==> config.mk <==
export PLATFORM = sky130hd
export DESIGN_NAME = keybus_frame_receiver_flat
export DESIGN_NICKNAME = d
export VERILOG_FILES = /design/src/hdl/kfr_pkg.sv /design/src/hdl/kfr_channels.sv /design/src/hdl/keybus_frame_receiver.sv /design/src/hdl/kfr_ram.sv /design/src/hdl/kfr_datapath.sv /design/src/hdl/kfr_controller.sv /design/src/flat_wrapper.sv
export SDC_FILE = /design/constraint.sdc
export NUM_CORES = 1
export LEC_CHECK = 0
export BUFFER_PORTS_ARGS = -buffer_cell sky130_fd_sc_hd__buf_2
export CORE_UTILIZATION = 56
export DETAILED_ROUTE_END_ITERATION = 7
export GPL_TIMING_DRIVEN = 0
export PLACE_DENSITY_LB_ADDON = 0.2
export SLEW_MARGIN = 20
export SYNTH_ARGS = -nofsm -noshare
export SYNTH_HDL_FRONTEND = slang
export SYNTH_SLANG_ARGS = --single-unit
==> constraint.sdc <==
create_clock -name clock -period 3.9 [get_ports clock]
set_input_delay 0.585 -clock clock [delete_from_list [all_inputs] [get_ports clock]]
set_output_delay 0.585 -clock clock [all_outputs]
set_load 0.05 [all_outputs]
==> src/hdl/kfr_pkg.sv <==
// ----------------------------------------------------------------------------
// Keybus frame receiver package
// Shared constants, register indexes and the control types that pass between
// the controller and the datapath.
// ----------------------------------------------------------------------------
package kfr_pkg;

   localparam int GAP_W      = 16;
   localparam int BYTE_W     = 8;
   localparam int INDEX_W    = 4;
   localparam int COUNT_W    = 8;
   localparam int CFG_IDX_W  = 2;
   localparam int CFG_DATA_W = 16;

   localparam logic [CFG_IDX_W-1:0] CFG_KEYPAD_GAP = 2'd0;
   localparam logic [CFG_IDX_W-1:0] CFG_PANEL_GAP  = 2'd1;
   localparam logic [CFG_IDX_W-1:0] CFG_MIN_BITS   = 2'd2;

   localparam logic [GAP_W-1:0]  KEYPAD_GAP_RESET = 16'd14800;
   localparam logic [GAP_W-1:0]  PANEL_GAP_RESET  = 16'd15200;
   localparam logic [BYTE_W-1:0] MIN_BITS_RESET   = 8'd8;

   localparam int MAX_EMIT      = 16;
   localparam int SUM_MIN_BITS  = 17;
   localparam int KEY_TEST_BYTES = 4;

   localparam logic [BYTE_W-1:0] BYTE_ALL_ONES = 8'hFF;

   typedef struct packed {
      logic accept;
      logic seq_clear;
      logic scan_init;
      logic rd_en;
      logic rd_emit;
      logic scan_acc;
      logic flags_load;
      logic out_load;
      logic finish;
   } kfr_cmd_type;

   typedef struct packed {
      logic complete;
      logic scan_last;
      logic seq_last;
   } kfr_status_type;

   typedef struct packed {
      logic               channel;
      logic [INDEX_W-1:0] byte_index;
      logic [BYTE_W-1:0]  byte_value;
      logic [COUNT_W-1:0] bit_count;
      logic               new_word;
      logic               checksum_ok;
      logic               last;
   } kfr_word_type;

endpackage

==> src/hdl/kfr_channels.sv <==
// ----------------------------------------------------------------------------
// Keybus frame receiver channels
// Valid/ready channels for the edge words and the frame byte words.
// ----------------------------------------------------------------------------
interface kfr_req_if import kfr_pkg::*; ();
   logic             valid;
   logic             ready;
   logic             clock_level;
   logic             data_bit;
   logic [GAP_W-1:0] gap_us;

   modport source (output valid, output clock_level, output data_bit, output gap_us,
                   input ready);
   modport sink   (input valid, input clock_level, input data_bit, input gap_us,
                   output ready);
endinterface

interface kfr_rsp_if import kfr_pkg::*; ();
   logic               valid;
   logic               ready;
   logic               channel;
   logic [INDEX_W-1:0] byte_index;
   logic [BYTE_W-1:0]  byte_value;
   logic [COUNT_W-1:0] bit_count;
   logic               new_word;
   logic               checksum_ok;
   logic               last;

   modport source (output valid, output channel, output byte_index, output byte_value,
                   output bit_count, output new_word, output checksum_ok, output last,
                   input ready);
   modport sink   (input valid, input channel, input byte_index, input byte_value,
                   input bit_count, input new_word, input checksum_ok, input last,
                   output ready);
endinterface

==> src/hdl/keybus_frame_receiver.sv <==
// ----------------------------------------------------------------------------
// Keybus frame receiver
// Assembles panel and keypad frames from keybus clock edges and emits both
// frames byte by byte when a panel word completes.
// ----------------------------------------------------------------------------
// An edge that completes no panel word leaves the receiver ready; edges follow back to back.
// A completing edge scans all FRAME_BYTES frame entries; its byte words follow
// the scan and the flags step, one byte word a cycle while the sink is ready.
// After a completing edge, edges are taken again once all its byte words have
// passed the read stage; sink stalls hold this off.
// Reset clears all frames, counters and the previous panel word, and loads defaults.
module keybus_frame_receiver import kfr_pkg::*; #(
   parameter int FRAME_BYTES = 16
) (
   input  logic                  clock,
   input  logic                  reset,
   kfr_req_if.sink               req_bus,
   kfr_rsp_if.source             rsp_bus,
   input  logic                  csr_we,
   input  logic [CFG_IDX_W-1:0]  csr_index,
   input  logic [CFG_DATA_W-1:0] csr_wdata
);
   kfr_cmd_type    cmd;
   kfr_status_type status;
   kfr_word_type   rsp_word;

   kfr_controller u_controller (
      .clock     (clock),
      .reset     (reset),
      .req_valid (req_bus.valid),
      .req_ready (req_bus.ready),
      .rsp_valid (rsp_bus.valid),
      .rsp_ready (rsp_bus.ready),
      .status    (status),
      .cmd       (cmd)
   );

   kfr_datapath #(
      .FRAME_BYTES (FRAME_BYTES)
   ) u_datapath (
      .clock       (clock),
      .reset       (reset),
      .csr_we      (csr_we),
      .csr_index   (csr_index),
      .csr_wdata   (csr_wdata),
      .clock_level (req_bus.clock_level),
      .data_bit    (req_bus.data_bit),
      .gap_us      (req_bus.gap_us),
      .cmd         (cmd),
      .status      (status),
      .rsp_word    (rsp_word)
   );

   assign rsp_bus.channel     = rsp_word.channel;
   assign rsp_bus.byte_index  = rsp_word.byte_index;
   assign rsp_bus.byte_value  = rsp_word.byte_value;
   assign rsp_bus.bit_count   = rsp_word.bit_count;
   assign rsp_bus.new_word    = rsp_word.new_word;
   assign rsp_bus.checksum_ok = rsp_word.checksum_ok;
   assign rsp_bus.last        = rsp_word.last;
endmodule

==> src/hdl/kfr_ram.sv <==
// ----------------------------------------------------------------------------
// Keybus frame receiver RAM
// Generic single write port RAM with one registered read port.
// ----------------------------------------------------------------------------
module kfr_ram #(
   parameter int WIDTH = 8,
   parameter int DEPTH = 16
) (
   input  logic                     clock,
   input  logic                     wr_en,
   input  logic [$clog2(DEPTH)-1:0] wr_addr,
   input  logic [WIDTH-1:0]         wr_data,
   input  logic                     rd_en,
   input  logic [$clog2(DEPTH)-1:0] rd_addr,
   output logic [WIDTH-1:0]         rd_data
);
   logic [WIDTH-1:0] mem_ff [DEPTH];
   logic [WIDTH-1:0] rd_data_ff;

   always_ff @(posedge clock) begin
      if (wr_en) begin
         mem_ff[wr_addr] <= wr_data;
      end
      if (rd_en) begin
         rd_data_ff <= mem_ff[rd_addr];
      end
   end

   assign rd_data = rd_data_ff;
endmodule

==> src/hdl/kfr_datapath.sv <==
// ----------------------------------------------------------------------------
// Keybus frame receiver datapath
// Frame assembly into banked RAMs, the scan that compares and sums the panel
// frame, the byte read sequence and the output word register.
// ----------------------------------------------------------------------------
module kfr_datapath import kfr_pkg::*; #(
   parameter int FRAME_BYTES = 16
) (
   input  logic                  clock,
   input  logic                  reset,
   input  logic                  csr_we,
   input  logic [CFG_IDX_W-1:0]  csr_index,
   input  logic [CFG_DATA_W-1:0] csr_wdata,
   input  logic                  clock_level,
   input  logic                  data_bit,
   input  logic [GAP_W-1:0]      gap_us,
   input  kfr_cmd_type           cmd,
   output kfr_status_type        status,
   output kfr_word_type          rsp_word
);
   localparam int POS_W    = $clog2(FRAME_BYTES);
   localparam int CNT_W    = $clog2(FRAME_BYTES + 1);
   localparam int BITS_W   = $clog2(8 * FRAME_BYTES + 1);
   localparam int CMP_W    = (BITS_W > BYTE_W) ? BITS_W : BYTE_W;
   localparam int EMIT_CAP = (FRAME_BYTES < MAX_EMIT) ? FRAME_BYTES : MAX_EMIT;

   function automatic logic [POS_W-1:0] panel_last(input logic [BITS_W-1:0] bits);
      int n;
      if (bits <= BITS_W'(8)) begin
         n = 1;
      end else begin
         n = 2 + ((int'(bits) - 2) >> 3);
      end
      if (n > EMIT_CAP) begin
         n = EMIT_CAP;
      end
      return POS_W'(n - 1);
   endfunction

   function automatic logic [POS_W-1:0] keypad_last(input logic [BITS_W-1:0] bits);
      int n;
      n = (int'(bits) + 7) >> 3;
      if (n == 0) begin
         n = 1;
      end
      if (n > EMIT_CAP) begin
         n = EMIT_CAP;
      end
      return POS_W'(n - 1);
   endfunction

   function automatic logic [COUNT_W-1:0] sat_count(input logic [BITS_W-1:0] bits);
      if (CMP_W'(bits) > CMP_W'(BYTE_ALL_ONES)) begin
         return BYTE_ALL_ONES;
      end
      return COUNT_W'(bits);
   endfunction

   // Configuration registers.
   logic [GAP_W-1:0]  kgap_ff;
   logic [GAP_W-1:0]  pgap_ff;
   logic [BYTE_W-1:0] pmin_ff;

   always_ff @(posedge clock) begin
      if (reset) begin
         kgap_ff <= KEYPAD_GAP_RESET;
         pgap_ff <= PANEL_GAP_RESET;
         pmin_ff <= MIN_BITS_RESET;
      end else if (csr_we) begin
         unique case (csr_index)
            CFG_KEYPAD_GAP: kgap_ff <= csr_wdata;
            CFG_PANEL_GAP:  pgap_ff <= csr_wdata;
            CFG_MIN_BITS:   pmin_ff <= csr_wdata[BYTE_W-1:0];
            default: begin
            end
         endcase
      end
   end

   // Panel and keypad assembly state. Each side has two RAM banks; the bank
   // that is not being built holds the previous panel word or the saved
   // keypad word.
   logic                   pbank_ff, pbank_in;
   logic [CNT_W-1:0]       ppos_ff, ppos_in;
   logic [2:0]             pbit_ff, pbit_in;
   logic [BITS_W-1:0]      pbits_ff, pbits_in;
   logic [BYTE_W-1:0]      pbyte_ff, pbyte_in;
   logic [FRAME_BYTES-1:0] pvalid_ff [2];
   logic [FRAME_BYTES-1:0] pvalid_in [2];
   logic [BITS_W-1:0]      wbits_ff, wbits_in;

   logic                   kbank_ff, kbank_in;
   logic [CNT_W-1:0]       kpos_ff, kpos_in;
   logic [2:0]             kbit_ff, kbit_in;
   logic [BITS_W-1:0]      kbits_ff, kbits_in;
   logic [BYTE_W-1:0]      kbyte_ff, kbyte_in;
   logic [FRAME_BYTES-1:0] kvalid_ff [2];
   logic [FRAME_BYTES-1:0] kvalid_in [2];
   logic [BITS_W-1:0]      ksbits_ff, ksbits_in;

   logic                   ksave;
   logic                   kbank_cur;
   logic [CNT_W-1:0]       kpos_cur;
   logic [2:0]             kbit_cur;
   logic [BITS_W-1:0]      kbits_cur;
   logic [BYTE_W-1:0]      kbyte_cur;
   logic [BYTE_W-1:0]      knb;
   logic                   kwr;

   logic [BYTE_W-1:0]      pnb;
   logic                   pfit;
   logic                   pwr;
   logic [BITS_W-1:0]      pbits_new;
   logic                   complete;

   logic                   pnew_ff, pnew_in;

   always_comb begin
      pfit      = clock_level && (ppos_ff < CNT_W'(FRAME_BYTES));
      pbits_new = pfit ? pbits_ff + BITS_W'(1) : pbits_ff;
      complete  = (gap_us >= pgap_ff) && (CMP_W'(pbits_new) >= CMP_W'(pmin_ff));
   end

   always_comb begin
      ksave     = gap_us > kgap_ff;
      kbank_cur = ksave ? ~kbank_ff : kbank_ff;
      kpos_cur  = ksave ? '0 : kpos_ff;
      kbit_cur  = ksave ? '0 : kbit_ff;
      kbits_cur = ksave ? '0 : kbits_ff;
      kbyte_cur = ksave ? '0 : kbyte_ff;
      knb       = {kbyte_cur[BYTE_W-2:0], data_bit};
      kwr       = cmd.accept && !clock_level && (kpos_cur < CNT_W'(FRAME_BYTES));

      pnb       = {pbyte_ff[BYTE_W-2:0], data_bit};
      pwr       = cmd.accept && pfit;
   end

   always_comb begin
      kbank_in  = kbank_ff;
      kpos_in   = kpos_ff;
      kbit_in   = kbit_ff;
      kbits_in  = kbits_ff;
      kbyte_in  = kbyte_ff;
      kvalid_in = kvalid_ff;
      ksbits_in = ksbits_ff;
      if (cmd.accept) begin
         kbank_in = kbank_cur;
         kpos_in  = kpos_cur;
         kbit_in  = kbit_cur;
         kbits_in = kbits_cur;
         kbyte_in = kbyte_cur;
         if (ksave) begin
            ksbits_in            = kbits_ff;
            kvalid_in[kbank_cur] = '0;
         end
         if (kwr) begin
            kvalid_in[kbank_cur][kpos_cur[POS_W-1:0]] = 1'b1;
            kbits_in = kbits_cur + BITS_W'(1);
            if (kbit_cur < 3'd7) begin
               kbit_in  = kbit_cur + 3'd1;
               kbyte_in = knb;
            end else begin
               kbit_in  = '0;
               kbyte_in = '0;
               kpos_in  = kpos_cur + CNT_W'(1);
            end
         end
      end
   end

   always_comb begin
      pbank_in  = pbank_ff;
      ppos_in   = ppos_ff;
      pbit_in   = pbit_ff;
      pbits_in  = pbits_ff;
      pbyte_in  = pbyte_ff;
      pvalid_in = pvalid_ff;
      wbits_in  = wbits_ff;
      if (pwr) begin
         pvalid_in[pbank_ff][ppos_ff[POS_W-1:0]] = 1'b1;
         pbits_in = pbits_new;
         if (ppos_ff == '0 && pbit_ff == 3'd7) begin
            // The lone ninth bit of the panel frame gets a byte of its own.
            ppos_in  = CNT_W'(1);
            pbit_in  = 3'd7;
            pbyte_in = '0;
         end else if (pbit_ff < 3'd7) begin
            pbit_in  = pbit_ff + 3'd1;
            pbyte_in = pnb;
         end else begin
            ppos_in  = ppos_ff + CNT_W'(1);
            pbit_in  = '0;
            pbyte_in = '0;
         end
      end
      if (cmd.accept && complete) begin
         wbits_in = pbits_new;
         ppos_in  = '0;
         pbit_in  = '0;
         pbits_in = '0;
         pbyte_in = '0;
      end
      if (cmd.finish) begin
         // A new word becomes the previous word and the other bank is rebuilt; else the bank just built is rebuilt.
         pbank_in            = pnew_ff ? ~pbank_ff : pbank_ff;
         pvalid_in[pbank_in] = '0;
      end
   end

   always_ff @(posedge clock) begin
      if (reset) begin
         pbank_ff  <= 1'b0;
         ppos_ff   <= '0;
         pbit_ff   <= '0;
         pbits_ff  <= '0;
         pbyte_ff  <= '0;
         pvalid_ff <= '{default: '0};
         kbank_ff  <= 1'b0;
         kpos_ff   <= '0;
         kbit_ff   <= '0;
         kbits_ff  <= '0;
         kbyte_ff  <= '0;
         kvalid_ff <= '{default: '0};
         ksbits_ff <= '0;
      end else begin
         pbank_ff  <= pbank_in;
         ppos_ff   <= ppos_in;
         pbit_ff   <= pbit_in;
         pbits_ff  <= pbits_in;
         pbyte_ff  <= pbyte_in;
         pvalid_ff <= pvalid_in;
         kbank_ff  <= kbank_in;
         kpos_ff   <= kpos_in;
         kbit_ff   <= kbit_in;
         kbits_ff  <= kbits_in;
         kbyte_ff  <= kbyte_in;
         kvalid_ff <= kvalid_in;
         ksbits_ff <= ksbits_in;
      end
   end

   always_ff @(posedge clock) begin
      wbits_ff <= wbits_in;
   end

   // Read sequence, shared by all four banks.
   logic [POS_W-1:0] rd_idx_ff, rd_idx_in;
   logic             rd_ch_ff, rd_ch_in;
   logic [POS_W-1:0] np_last_ff, np_last_in;
   logic [POS_W-1:0] nk_last_ff, nk_last_in;

   logic [BYTE_W-1:0] pram_q [2];
   logic [BYTE_W-1:0] kram_q [2];

   for (genvar b = 0; b < 2; b++) begin : g_bank
      kfr_ram #(
         .WIDTH (BYTE_W),
         .DEPTH (FRAME_BYTES)
      ) u_panel_ram (
         .clock   (clock),
         .wr_en   (pwr && (pbank_ff == 1'(b))),
         .wr_addr (ppos_ff[POS_W-1:0]),
         .wr_data (pnb),
         .rd_en   (cmd.rd_en),
         .rd_addr (rd_idx_ff),
         .rd_data (pram_q[b])
      );

      kfr_ram #(
         .WIDTH (BYTE_W),
         .DEPTH (FRAME_BYTES)
      ) u_keypad_ram (
         .clock   (clock),
         .wr_en   (kwr && (kbank_cur == 1'(b))),
         .wr_addr (kpos_cur[POS_W-1:0]),
         .wr_data (knb),
         .rd_en   (cmd.rd_en),
         .rd_addr (rd_idx_ff),
         .rd_data (kram_q[b])
      );
   end

   always_comb begin
      rd_idx_in = rd_idx_ff;
      rd_ch_in  = rd_ch_ff;
      if (cmd.seq_clear) begin
         rd_idx_in = '0;
         rd_ch_in  = 1'b0;
      end else if (cmd.rd_en) begin
         if (cmd.rd_emit && !rd_ch_ff && rd_idx_ff == np_last_ff) begin
            rd_idx_in = '0;
            rd_ch_in  = 1'b1;
         end else begin
            rd_idx_in = rd_idx_ff + POS_W'(1);
         end
      end
   end

   always_ff @(posedge clock) begin
      if (reset) begin
         rd_idx_ff <= '0;
         rd_ch_ff  <= 1'b0;
      end else begin
         rd_idx_ff <= rd_idx_in;
         rd_ch_ff  <= rd_ch_in;
      end
   end

   // Read stage: valid bits and position travel with the RAM data.
   logic [1:0]       pv_rd_ff;
   logic [1:0]       kv_rd_ff;
   logic             b_ch_ff;
   logic [POS_W-1:0] b_idx_ff;
   logic             b_last_ff;

   always_ff @(posedge clock) begin
      if (cmd.rd_en) begin
         pv_rd_ff  <= {pvalid_ff[1][rd_idx_ff], pvalid_ff[0][rd_idx_ff]};
         kv_rd_ff  <= {kvalid_ff[1][rd_idx_ff], kvalid_ff[0][rd_idx_ff]};
         b_ch_ff   <= rd_ch_ff;
         b_idx_ff  <= rd_idx_ff;
         b_last_ff <= status.seq_last;
      end
   end

   logic [BYTE_W-1:0] pdat;
   logic [BYTE_W-1:0] prv;
   logic [BYTE_W-1:0] kdat;

   always_comb begin
      pdat = pv_rd_ff[pbank_ff]  ? pram_q[pbank_ff]  : '0;
      prv  = pv_rd_ff[~pbank_ff] ? pram_q[~pbank_ff] : '0;
      kdat = kv_rd_ff[~kbank_ff] ? kram_q[~kbank_ff] : '0;
   end

   // Scan accumulators.
   logic              diff_ff, diff_in;
   logic              w0nz_ff, w0nz_in;
   logic              kb0nz_ff, kb0nz_in;
   logic              kff_ff, kff_in;
   logic [BYTE_W-1:0] sum_ff, sum_in;
   logic [BYTE_W-1:0] chk_ff, chk_in;
   logic [BITS_W-1:0] g_w;
   logic [BITS_W-1:0] bi;
   logic              ok_ff, ok_in;
   logic              knew_ff, knew_in;

   always_comb begin
      g_w      = (wbits_ff - BITS_W'(9)) >> 3;
      bi       = BITS_W'(b_idx_ff);
      diff_in  = diff_ff;
      w0nz_in  = w0nz_ff;
      kb0nz_in = kb0nz_ff;
      kff_in   = kff_ff;
      sum_in   = sum_ff;
      chk_in   = chk_ff;
      if (cmd.scan_init) begin
         diff_in  = 1'b0;
         w0nz_in  = 1'b0;
         kb0nz_in = 1'b0;
         kff_in   = 1'b1;
         sum_in   = '0;
         chk_in   = '0;
      end else if (cmd.scan_acc) begin
         if (pdat != prv) begin
            diff_in = 1'b1;
         end
         if (bi == '0) begin
            w0nz_in  = pdat != '0;
            kb0nz_in = kdat != '0;
         end
         if (bi == '0 || (bi >= BITS_W'(2) && bi <= g_w)) begin
            sum_in = sum_ff + pdat;
         end
         if (bi == g_w + BITS_W'(1)) begin
            chk_in = pdat;
         end
         if (bi < BITS_W'(KEY_TEST_BYTES) && kdat != BYTE_ALL_ONES) begin
            kff_in = 1'b0;
         end
      end
   end

   always_comb begin
      pnew_in    = pnew_ff;
      knew_in    = knew_ff;
      ok_in      = ok_ff;
      np_last_in = np_last_ff;
      nk_last_in = nk_last_ff;
      if (cmd.flags_load) begin
         pnew_in    = w0nz_ff && diff_ff;
         knew_in    = kb0nz_ff && !kff_ff;
         ok_in      = (wbits_ff >= BITS_W'(SUM_MIN_BITS))
                      && (({1'b0, g_w} + (BITS_W+1)'(1)) < (BITS_W+1)'(FRAME_BYTES))
                      && (sum_ff == chk_ff);
         np_last_in = panel_last(wbits_ff);
         nk_last_in = keypad_last(ksbits_ff);
      end
   end

   always_ff @(posedge clock) begin
      diff_ff    <= diff_in;
      w0nz_ff    <= w0nz_in;
      kb0nz_ff   <= kb0nz_in;
      kff_ff     <= kff_in;
      sum_ff     <= sum_in;
      chk_ff     <= chk_in;
      pnew_ff    <= pnew_in;
      knew_ff    <= knew_in;
      ok_ff      <= ok_in;
      np_last_ff <= np_last_in;
      nk_last_ff <= nk_last_in;
   end

   // Output word register.
   kfr_word_type out_ff;

   always_ff @(posedge clock) begin
      if (cmd.out_load) begin
         out_ff.channel     <= b_ch_ff;
         out_ff.byte_index  <= INDEX_W'(b_idx_ff);
         out_ff.byte_value  <= b_ch_ff ? kdat : pdat;
         out_ff.bit_count   <= b_ch_ff ? sat_count(ksbits_ff) : sat_count(wbits_ff);
         out_ff.new_word    <= b_ch_ff ? knew_ff : pnew_ff;
         out_ff.checksum_ok <= !b_ch_ff && ok_ff;
         out_ff.last        <= b_last_ff;
      end
   end

   assign rsp_word = out_ff;

   assign status.complete  = complete;
   assign status.scan_last = rd_idx_ff == POS_W'(FRAME_BYTES - 1);
   assign status.seq_last  = rd_ch_ff && (rd_idx_ff == nk_last_ff);
endmodule

==> src/hdl/kfr_controller.sv <==
// ----------------------------------------------------------------------------
// Keybus frame receiver controller
// Sequences edge acceptance, the frame scan and the byte emission, and owns
// the valid bits of the read stage and the output word register.
// ----------------------------------------------------------------------------
module kfr_controller import kfr_pkg::*; (
   input  logic           clock,
   input  logic           reset,
   input  logic           req_valid,
   output logic           req_ready,
   output logic           rsp_valid,
   input  logic           rsp_ready,
   input  kfr_status_type status,
   output kfr_cmd_type    cmd
);
   localparam logic [2:0] S_IDLE    = 3'd0;
   localparam logic [2:0] S_SCAN    = 3'd1;
   localparam logic [2:0] S_SCANEND = 3'd2;
   localparam logic [2:0] S_FLAGS   = 3'd3;
   localparam logic [2:0] S_EMIT    = 3'd4;
   localparam logic [2:0] S_DRAIN   = 3'd5;

   logic [2:0] state_ff, state_in;
   logic       b_vld_ff, b_vld_in;
   logic       out_vld_ff, out_vld_in;
   logic       accept;
   logic       out_free;

   always_comb begin
      req_ready  = state_ff == S_IDLE;
      accept     = req_valid && req_ready;
      out_free   = !out_vld_ff || rsp_ready;
      cmd        = '0;
      state_in   = state_ff;
      b_vld_in   = b_vld_ff;
      out_vld_in = out_vld_ff && !rsp_ready;
      unique case (state_ff)
         S_IDLE: begin
            cmd.accept = accept;
            if (accept && status.complete) begin
               cmd.seq_clear = 1'b1;
               cmd.scan_init = 1'b1;
               state_in      = S_SCAN;
            end
         end
         S_SCAN: begin
            cmd.rd_en    = 1'b1;
            cmd.scan_acc = b_vld_ff;
            b_vld_in     = 1'b1;
            if (status.scan_last) begin
               state_in = S_SCANEND;
            end
         end
         S_SCANEND: begin
            cmd.scan_acc = b_vld_ff;
            b_vld_in     = 1'b0;
            state_in     = S_FLAGS;
         end
         S_FLAGS: begin
            cmd.flags_load = 1'b1;
            cmd.seq_clear  = 1'b1;
            state_in       = S_EMIT;
         end
         S_EMIT: begin
            cmd.out_load = b_vld_ff && out_free;
            cmd.rd_en    = !b_vld_ff || out_free;
            cmd.rd_emit  = 1'b1;
            b_vld_in     = 1'b1;
            if (cmd.out_load) begin
               out_vld_in = 1'b1;
            end
            if (cmd.rd_en && status.seq_last) begin
               state_in = S_DRAIN;
            end
         end
         S_DRAIN: begin
            cmd.out_load = b_vld_ff && out_free;
            b_vld_in     = b_vld_ff && !out_free;
            if (cmd.out_load) begin
               out_vld_in = 1'b1;
            end
            if (!b_vld_ff) begin
               cmd.finish = 1'b1;
               state_in   = S_IDLE;
            end
         end
         default: begin
            state_in = S_IDLE;
            b_vld_in = 1'b0;
         end
      endcase
   end

   always_ff @(posedge clock) begin
      if (reset) begin
         state_ff   <= S_IDLE;
         b_vld_ff   <= 1'b0;
         out_vld_ff <= 1'b0;
      end else begin
         state_ff   <= state_in;
         b_vld_ff   <= b_vld_in;
         out_vld_ff <= out_vld_in;
      end
   end

   assign rsp_valid = out_vld_ff;

   a_idle_stage_empty: assert property (@(posedge clock) disable iff (reset)
      state_ff == S_IDLE |-> !b_vld_ff)
      else $error("read stage holds a word while accepting edges");

   a_complete_scans: assert property (@(posedge clock) disable iff (reset)
      accept && status.complete |=> state_ff == S_SCAN)
      else $error("completed panel word did not start a scan");

   a_out_from_load: assert property (@(posedge clock) disable iff (reset)
      $rose(out_vld_ff) |-> $past(cmd.out_load))
      else $error("output word became valid without a load");
endmodule

==> src/flat_wrapper.sv <==
// flat-port wrapper written by rule: the top's interface ports become plain ports
module keybus_frame_receiver_flat import kfr_pkg::*;
#(
   parameter int FRAME_BYTES = 16
)
  (clock, reset, csr_we, csr_index, csr_wdata, req_bus_valid, req_bus_clock_level, req_bus_data_bit, req_bus_gap_us, req_bus_ready, rsp_bus_valid, rsp_bus_channel, rsp_bus_byte_index, rsp_bus_byte_value, rsp_bus_bit_count, rsp_bus_new_word, rsp_bus_checksum_ok, rsp_bus_last, rsp_bus_ready);
  kfr_req_if req_bus_i ();
  kfr_rsp_if rsp_bus_i ();
  input  logic clock;
  input  logic reset;
  input  logic csr_we;
  input  logic [CFG_IDX_W-1:0] csr_index;
  input  logic [CFG_DATA_W-1:0] csr_wdata;
  input wire logic [$bits(req_bus_i.valid)-1:0] req_bus_valid;
  input wire logic [$bits(req_bus_i.clock_level)-1:0] req_bus_clock_level;
  input wire logic [$bits(req_bus_i.data_bit)-1:0] req_bus_data_bit;
  input wire logic [$bits(req_bus_i.gap_us)-1:0] req_bus_gap_us;
  output wire logic [$bits(req_bus_i.ready)-1:0] req_bus_ready;
  output wire logic [$bits(rsp_bus_i.valid)-1:0] rsp_bus_valid;
  output wire logic [$bits(rsp_bus_i.channel)-1:0] rsp_bus_channel;
  output wire logic [$bits(rsp_bus_i.byte_index)-1:0] rsp_bus_byte_index;
  output wire logic [$bits(rsp_bus_i.byte_value)-1:0] rsp_bus_byte_value;
  output wire logic [$bits(rsp_bus_i.bit_count)-1:0] rsp_bus_bit_count;
  output wire logic [$bits(rsp_bus_i.new_word)-1:0] rsp_bus_new_word;
  output wire logic [$bits(rsp_bus_i.checksum_ok)-1:0] rsp_bus_checksum_ok;
  output wire logic [$bits(rsp_bus_i.last)-1:0] rsp_bus_last;
  input wire logic [$bits(rsp_bus_i.ready)-1:0] rsp_bus_ready;
  assign req_bus_i.valid = req_bus_valid;
  assign req_bus_i.clock_level = req_bus_clock_level;
  assign req_bus_i.data_bit = req_bus_data_bit;
  assign req_bus_i.gap_us = req_bus_gap_us;
  assign req_bus_ready = req_bus_i.ready;
  assign rsp_bus_valid = rsp_bus_i.valid;
  assign rsp_bus_channel = rsp_bus_i.channel;
  assign rsp_bus_byte_index = rsp_bus_i.byte_index;
  assign rsp_bus_byte_value = rsp_bus_i.byte_value;
  assign rsp_bus_bit_count = rsp_bus_i.bit_count;
  assign rsp_bus_new_word = rsp_bus_i.new_word;
  assign rsp_bus_checksum_ok = rsp_bus_i.checksum_ok;
  assign rsp_bus_last = rsp_bus_i.last;
  assign rsp_bus_i.ready = rsp_bus_ready;
  keybus_frame_receiver #(.FRAME_BYTES(FRAME_BYTES)) u_core (.clock(clock), .reset(reset), .req_bus(req_bus_i), .rsp_bus(rsp_bus_i), .csr_we(csr_we), .csr_index(csr_index), .csr_wdata(csr_wdata));
endmodule
# --- Yosys cells after proc, flatten, opt, wreduce, memory -nomap -nowiden ---
# Memory sizes are Yosys's and may differ from the RTL's. A register that Yosys moved wholly into a read port is not among the register bits.
# Index checks and enable logic that the tools add are counted.
op_classes:
  shifts: 0
  reduce_logical: 68
  n_div: 0
  muxes: 110
  bitwise: 14
  n_eq_ne: 20
  add_sub_neg: 16
  magnitude_cmp: 33
  n_mul: 0
op_table:
  columns: ["operator", "count"]
  rows:
  - ["$mux 32", 7]
  - ["$mux 8", 21]
  - ["$and 32x32->32", 2]
  - ["$demux 16 s1", 4]
  - ["$gt 32x6->1 const B", 2]
  - ["$mux 16", 4]
  - ["$not 32->32", 2]
  - ["$or 32x32->32", 2]
  - ["$mux 1", 37]
  - ["$mux 7", 5]
  - ["$logic_and 1x1->1", 32]
  - ["$logic_not 32->1", 1]
  - ["$add 2x29->30 const A", 1]
  - ["$mux 30", 1]
  - ["$mux 3", 9]
  - ["$mux 5", 5]
  - ["$reduce_and 2->1", 11]
  - ["$mux 4", 5]
  - ["$pmux 3 s6", 1]
  - ["$add 8x1->8 const B", 2]
  - ["$bmux 1 s4", 4]
  - ["$ge 16x16->1", 1]
  - ["$gt 16x16->1", 1]
  - ["$gt 8x8->1 const B", 2]
  - ["other kinds (52)", 99]
word_totals:
  latchBits: 0
  romBits: 0
  ram_bits: 512
  input_bits: 41
  n_memories: 4
  regBits: 243
  output_inout_bits: 26
memory_table:
  columns: ["name", "depth", "word_bits", "rd", "rd_clocked_by_memory_dff", "write_ports", "line", "source"]
  rows:
  - ["u_core.u_datapath.g_bank[0].u_keypad_ram.mem_ff", 16, 8, 1, 1, 1, "kfr_ram.sv:17", "logic [WIDTH-1:0] mem_ff [DEPTH];"]
  - ["u_core.u_datapath.g_bank[0].u_panel_ram.mem_ff", 16, 8, 1, 1, 1, "kfr_ram.sv:17", null]
  - ["u_core.u_datapath.g_bank[1].u_keypad_ram.mem_ff", 16, 8, 1, 1, 1, "kfr_ram.sv:17", null]
  - ["u_core.u_datapath.g_bank[1].u_panel_ram.mem_ff", 16, 8, 1, 1, 1, "kfr_ram.sv:17", null]

# --- Depth between registers and ports, before layout ---
logic_depth:
  word_depth: 13
  mapped_depth: 16
  mapped_depth_nobuf: 13

# --- By module ---
# Synthesis repeated with hierarchy kept, for this count alone.
hier_totals:
  hier_cells: 2275
  area_unflattened_um2: 33642.3
modules_own_cells:
  columns: ["mod", "instances", "area_each_um2", "cells_per_inst"]
  rows:
  - ["kfr_ram", 4, 5227.5, 229]
  - ["kfr_datapath", 1, 12361.9, 1310]
  - ["kfr_controller", 1, 370.4, 49]

# --- Least setup slack after synthesis ---
# OpenSTA, ideal clock, no wires.
synth_timing:
  path_kind: "input to register"
  start: "in req_bus_gap_us[13]"
  end: "mem u_core.u_datapath.g_bank[0].u_keypad_ram.mem_ff[9][0] (enable)"
  required_ns: 3.530
  arrival_time_ns: 3.658
  setup_slack_ns: -0.128
  setup_ns: 0.370
  path_stages: 14
  cell_sequence: "ha_1 a21o_1 a21o_1 a2111o_1 o31ai_1 buf_2 buf_4 clkbuf_1 nand2_1 inv_1 ha_1 clkbuf_1 nand2_1 nor2_1"
synth_between:
  elab_chain_cells: 7
  elab_cells_between_ends: 9
  cone_classes: "order compare (2); mux (4); bitwise (1); reduce/logical (2)"
synth_lines:
  columns: ["element", "line", "source"]
  rows:
  - ["from (decl)", "flat_wrapper.sv:17", "input wire logic [$bits(req_bus_i.gap_us)-1:0] req_bus_gap_us;"]
  - ["$gt 16x16->1 *", "kfr_datapath.sv:125", "ksave = gap_us > kgap_ff;"]
  - ["$mux 5", "kfr_datapath.sv:127", "kpos_cur = ksave ? '0 : kpos_ff;"]
  - ["$lt 5x5->1", "kfr_datapath.sv:132", "kwr = cmd.accept && !clock_level && (kpos_cur < CNT_W'(FRAME_BYTES));"]
  - ["$logic_and 1x1->1", "kfr_datapath.sv:132", null]
  - ["$logic_and 1x1->1", "kfr_datapath.sv:274", ".wr_en (kwr && (kbank_cur == 1'(b))),"]
  - ["$mux 1", "kfr_ram.sv:21", "if (wr_en) begin"]
  - ["$mux 1 (not written as such)", "kfr_ram.sv:22", "mem_ff[wr_addr] <= wr_data;"]
  - ["to (decl)", "kfr_ram.sv:17", null]
# Every way passes the cells marked *; elsewhere a longest branch is shown, timed or not.

# --- Final worst setup path ---
layout_timing:
  start: "reg u_core.u_datapath.wbits_ff[1]"
  end: "reg u_core.u_datapath.np_last_ff[2], data pin"
layout_between:
  elab_chain_cells: 8
  elab_cells_between_ends: 9
  cone_classes: "add/sub (3); order compare (2); mux (4)"
layout_lines:
  columns: ["element", "line", "source"]
  rows:
  - ["from (decl)", "kfr_datapath.sv:90", "logic [BITS_W-1:0] wbits_ff, wbits_in;"]
  - ["from (signal assigned)", "kfr_datapath.sv:243", "wbits_ff <= wbits_in;"]
  - ["$sub 8x2->9", "kfr_datapath.sv:32", "n = 2 + ((int'(bits) - 2) >> 3);"]
  - ["$add 2x29->30", "kfr_datapath.sv:32", null]
  - ["$mux 30 *", "kfr_datapath.sv:29", "if (bits <= BITS_W'(8)) begin"]
  - ["$mux 32 *", "kfr_datapath.sv:390", "if (cmd.flags_load) begin"]
  - ["$gt 32x6->1", "kfr_datapath.sv:34", "if (n > EMIT_CAP) begin"]
  - ["$mux 4 *", "kfr_datapath.sv:34", null]
  - ["$mux 4 *", "kfr_datapath.sv:390", null]
  - ["$sub 4x2->4 *", "kfr_datapath.sv:37", "return POS_W'(n - 1);"]
  - ["to (signal assigned)", "kfr_datapath.sv:411", "np_last_ff <= np_last_in;"]
  - ["to (decl)", "kfr_datapath.sv:249", "logic [POS_W-1:0] np_last_ff, np_last_in;"]
# Every way passes the cells marked *; elsewhere a longest branch is shown, timed or not. The select of a mux whose other input is x is not followed.
# A chain may end at the register's enable or synchronous reset.

==> impl_metrics.py <==
metrics = {
    "status": {
        "status": "complete, no violations",
    },
    "drt": {
        "route.met2.wl_um": 38300,
        "ant_nets": 0,
        "via_per_inst": 6.21,
        "maxUsedRoutingLayer": "met4",
        "drt_pass1_iterations": 5,
        "dr.first_iter.drc_count": 1958,
        "wl_met1_um": 33400,
        "drt_wl_total_um": 79600,
        "wl_per_cell_um": 25.1,
        "drc": 0,
        "vias": 19731,
        "met3_length_um": 5760,
    },
    "hold_path": {
        "holdCritPathClass": "in -> reg",
    },
    "clock_tree": {
        "h-tree-depth": 3,
        "cts_hold_buf": 0,
        "clkSinkCount": 787,
        "clkSlewWorstSetupHoldPaths_ns": 0.06,
        "cts_tree": "built",
        "clk_latency_ns": 0.63,
        "cts-root-buf": "clkbuf_16",
        "cts_inserted_buffers": 80,
        "cts_max_path_buffers": 3,
    },
    "pwr": {
        "p_clk_share_pct": 43.4,
        "p_per_area_mw_per_mm2": 466,
        "power_switching_mw": 3.72,
        "netSwitchingFraction_pct": 21.3,
        "vdd_drop_max_uv": 450,
        "fin_total_pwr_mw": 17.5,
        "p_comb_share_pct": 4.3,
        "pwr-share-seq_pct": 52.3,
        "leakage_nw": 12.6,
        "p_int_mw": 13.8,
    },
    "placed_design": {
        "gp_congestion": 0.945,
        "portBuffers": 66,
        "place_area_mm2": 0.0344,
        "dp.cells": 3007,
        "dp_hpwl_um": 54100,
    },
    "die": {
        "die_area_mm2": 0.0600,
        "core_area_mm2": 0.0580,
        "die_x_um": 245,
        "io_pins": 67,
        "fp.dieH_um": 245,
        "rows": 88,
        "start_util_pct": 57.0,
    },
    "global_routing": {
        "grt_pass1_wl_um": 122000,
        "antenna_found_initial": 0,
        "grtUsageTotal_pct": 27.3,
        "grt_overflow_total": 0,
        "grt_max_degree": 67,
        "grt_pass1_vias": 19709,
    },
    "yosys": {
        "syn_nets": 2290,
        "ys_seq_area_share_pct": 65.8,
        "async_flop_share_pct": 0,
        "synth-seq-cells": 787,
        "synth_edf_count": 597,
        "synthCells": 2173,
        "synthDistinctLibCells": 75,
        "synth_area_mm2": 0.0331,
        "syn_avg_cell_area_um2": 15.2,
        "yosysTopAreaCellShare_pct": 54.2,
        "yosysWarnings": 0,
        "synthTopCellsByArea": "edfxtp_1 (54%), mux4_2 (12%), dfxtp_1 (12%)",
        "synth.most_common_cell": "edfxtp_1",
        "yosys.area.top_type": "edfxtp_1",
        "synth_flop_cell": "edfxtp_1",
        "ys_top_cells_by_count": "edfxtp_1 (597), dfxtp_1 (190), mux4_2 (180), nand2_1 (175), nor2_1 (151)",
    },
    "sta": {
        "period_share_pct": 97.8,
        "relSlewSlack_pct": 23.6,
        "worst_pin_slew_ns": 1.15,
        "fmax_mhz": 262,
        "period_minus_slack_ns": 3.81,
        "finalHoldViolCount": 0,
        "holdWs_ns": 0.215,
        "report.final.slew_viol_count": 0,
        "setup_viol": 0,
        "skew_ns": 0.0193,
    },
    "critical_path": {
        "cp_data_arrival_time_ns": 4.16,
        "cp_max_fo": 6,
        "crit_chain": "nor4_4 -> xnor2_1 -> ha_2 -> o21ai_1 -> ha_1 -> or4_1 -> nor4_2 -> nand4_1 -> nand2b_1 -> a211o_1 -> ha_1 -> xor2_1",
        "cpLargestDelayFamily": "simple AND/OR/NAND/NOR gates",
        "required_ns": 4.25,
        "critical_path.slowest_cell": "edfxtp_1",
        "critPathKind": "reg -> reg",
        "path_buf_inv": 0,
        "critPathLaunchType": "flop",
        "crit_path_end_kind": "flop",
        "max_stage_delay_ns": 0.53,
        "cpMostUsedCell": "ha_1",
    },
    "final_layout": {
        "fin_util_pct": 64.7,
        "final_nets": 2461,
        "final_layout_size_suffix_gt1_share_pct": 20.9,
        "num-fill-cells": 3993,
        "instances_no_fill": 3175,
        "fin_area_mm2": 0.0375,
        "antenna_cells": 0,
        "area_growth_pct": 13.5,
    },
    "flow_run": {
        "drv_cap": 0,
    },
}
==> layout by cell type (no fill, tap or decap), types with 73 or more instances in the layout <==
cell and count:
a21oi_1 86, buf_2 75, clkbuf_1 96, clkbuf_16 85, dfxtp_1 184, edfxtp_1 597, ha_1 73, mux4_2 180
nand2_1 171, nor2_1 141
==> worst register-to-register path: cells and delay by family (launching register included) <==
family                   cells  cell delay (ns)
AND/OR/NAND/NOR              5             1.64
adder cells (fa/ha/maj)      3             0.65
flip-flops                   1             0.53
XOR/XNOR                     2             0.33
AO/OA/AOI/OAI                2             0.39
==> stage by stage <==
step / setup slack, ns / TNS [ns]
6_report: 0.0867 / 0
5_1_grt: -0.0751 / -0.246
4_1_cts: 0.00279 / 0
3_5_place_dp: -1.80 / -480.52
3_3_place_gp: -1.69 / -411.52
2_1_floorplan: -0.128 / -5.59
==> state kept, by name, summed over array words and instances, names as in the netlist, 5 cells and up <==
name and cells:
u_core.u_datapath.sum_ff 8, u_core.u_datapath.ppos_ff 5, u_core.u_datapath.g_bank.u_panel_ram.mem_ff 256, u_core.u_datapath.g_bank.u_keypad_ram.rd_data 16
u_core.u_datapath.pmin_ff 8, u_core.u_datapath.pbyte_ff 7, u_core.u_datapath.pvalid_ff 32, u_core.u_datapath.kvalid_ff 32
u_core.u_datapath.g_bank.u_keypad_ram.mem_ff 256, u_core.u_datapath.kbyte_ff 7, u_core.u_datapath.kgap_ff 16, u_core.u_datapath.chk_ff 8
u_core.u_datapath.kpos_ff 5, u_core.u_datapath.g_bank.u_panel_ram.rd_data 16, u_core.u_datapath.ksbits_ff 8, u_core.u_datapath.pgap_ff 16
u_core.u_datapath.pbits_ff 8, u_core.u_datapath.kbits_ff 8, u_core.u_datapath.rsp_word 24, u_core.u_datapath.wbits_ff 8
==> cells by family after synthesis <==
logic type               Yosys count  synth area share, %
AO/OA/AOI/OAI                    300                 6.06
multiplexers                     224                 13.7
buffers and inverters            182                 2.17
AND/OR/NAND/NOR                  545                 7.90
flip-flops                       787                 65.8
XOR/XNOR                          59                 1.56
adder cells (fa/ha/maj)           76                 2.90
==> metal layers <==
layer | track usage, % | up-vias
li1 | - | 8724
met1 | 38.9 | 10011
met2 | 43.8 | 860
met3 | 3.65 | 136
met4 | 8.88 | 0
met5 | 0 | -
==> power groups by stage <==
stage | logic [mW] | registers [mW] | clock network [mW]
after CTS | 0.744 | 9.14 | 7.67
after global routing | 0.834 | 9.15 | 7.99
after floorplan | 0.513 | 9.29 | 0
final | 0.754 | 9.14 | 7.58
after detailed placement | 0.730 | 9.32 | 0
after global placement | 0.707 | 9.31 | 0
==> final cells by class <==
cell class                 count  area, um^2  area share [%]
inverter                      65         244           0.650
timing repair buffer          89         629            1.68
tap                          765         957            2.55
sequential                   787       21700            57.9
clock inverter                32         284           0.757
clock buffer                 116        2330            6.22
buffer                       117         513            1.37
multi-input combinational   1204       10800            28.8
==> timing repair <==
item | 4_1_cts | 5_1_grt
gates resized for setup | 53 | 28
setup buffers | 14 | 5
pin swaps | 11 | 5
gates cloned | 0 | 0
endpoints found under the setup margin | 476 | 308
==> worst paths after layout <==
kind         cells after the start                                   startpoint  slack (ns)                                          to
min                              3                                csr_wdata[12]        0.22  u_core.u_datapath.pgap_ff[12]$_SDFFE_PP1P_
max                             12      u_core.u_datapath.wbits_ff[1]$_DFFE_PP_        0.09   u_core.u_datapath.np_last_ff[2]$_DFFE_PP_
max reg2reg                     12      u_core.u_datapath.wbits_ff[1]$_DFFE_PP_        0.09   u_core.u_datapath.np_last_ff[2]$_DFFE_PP_
min reg2reg                      0  u_core.u_datapath.rd_idx_ff[3]$_SDFFE_PP0P_        0.42     u_core.u_datapath.b_idx_ff[3]$_DFFE_PP_
(Power assumes the default switching activity.)
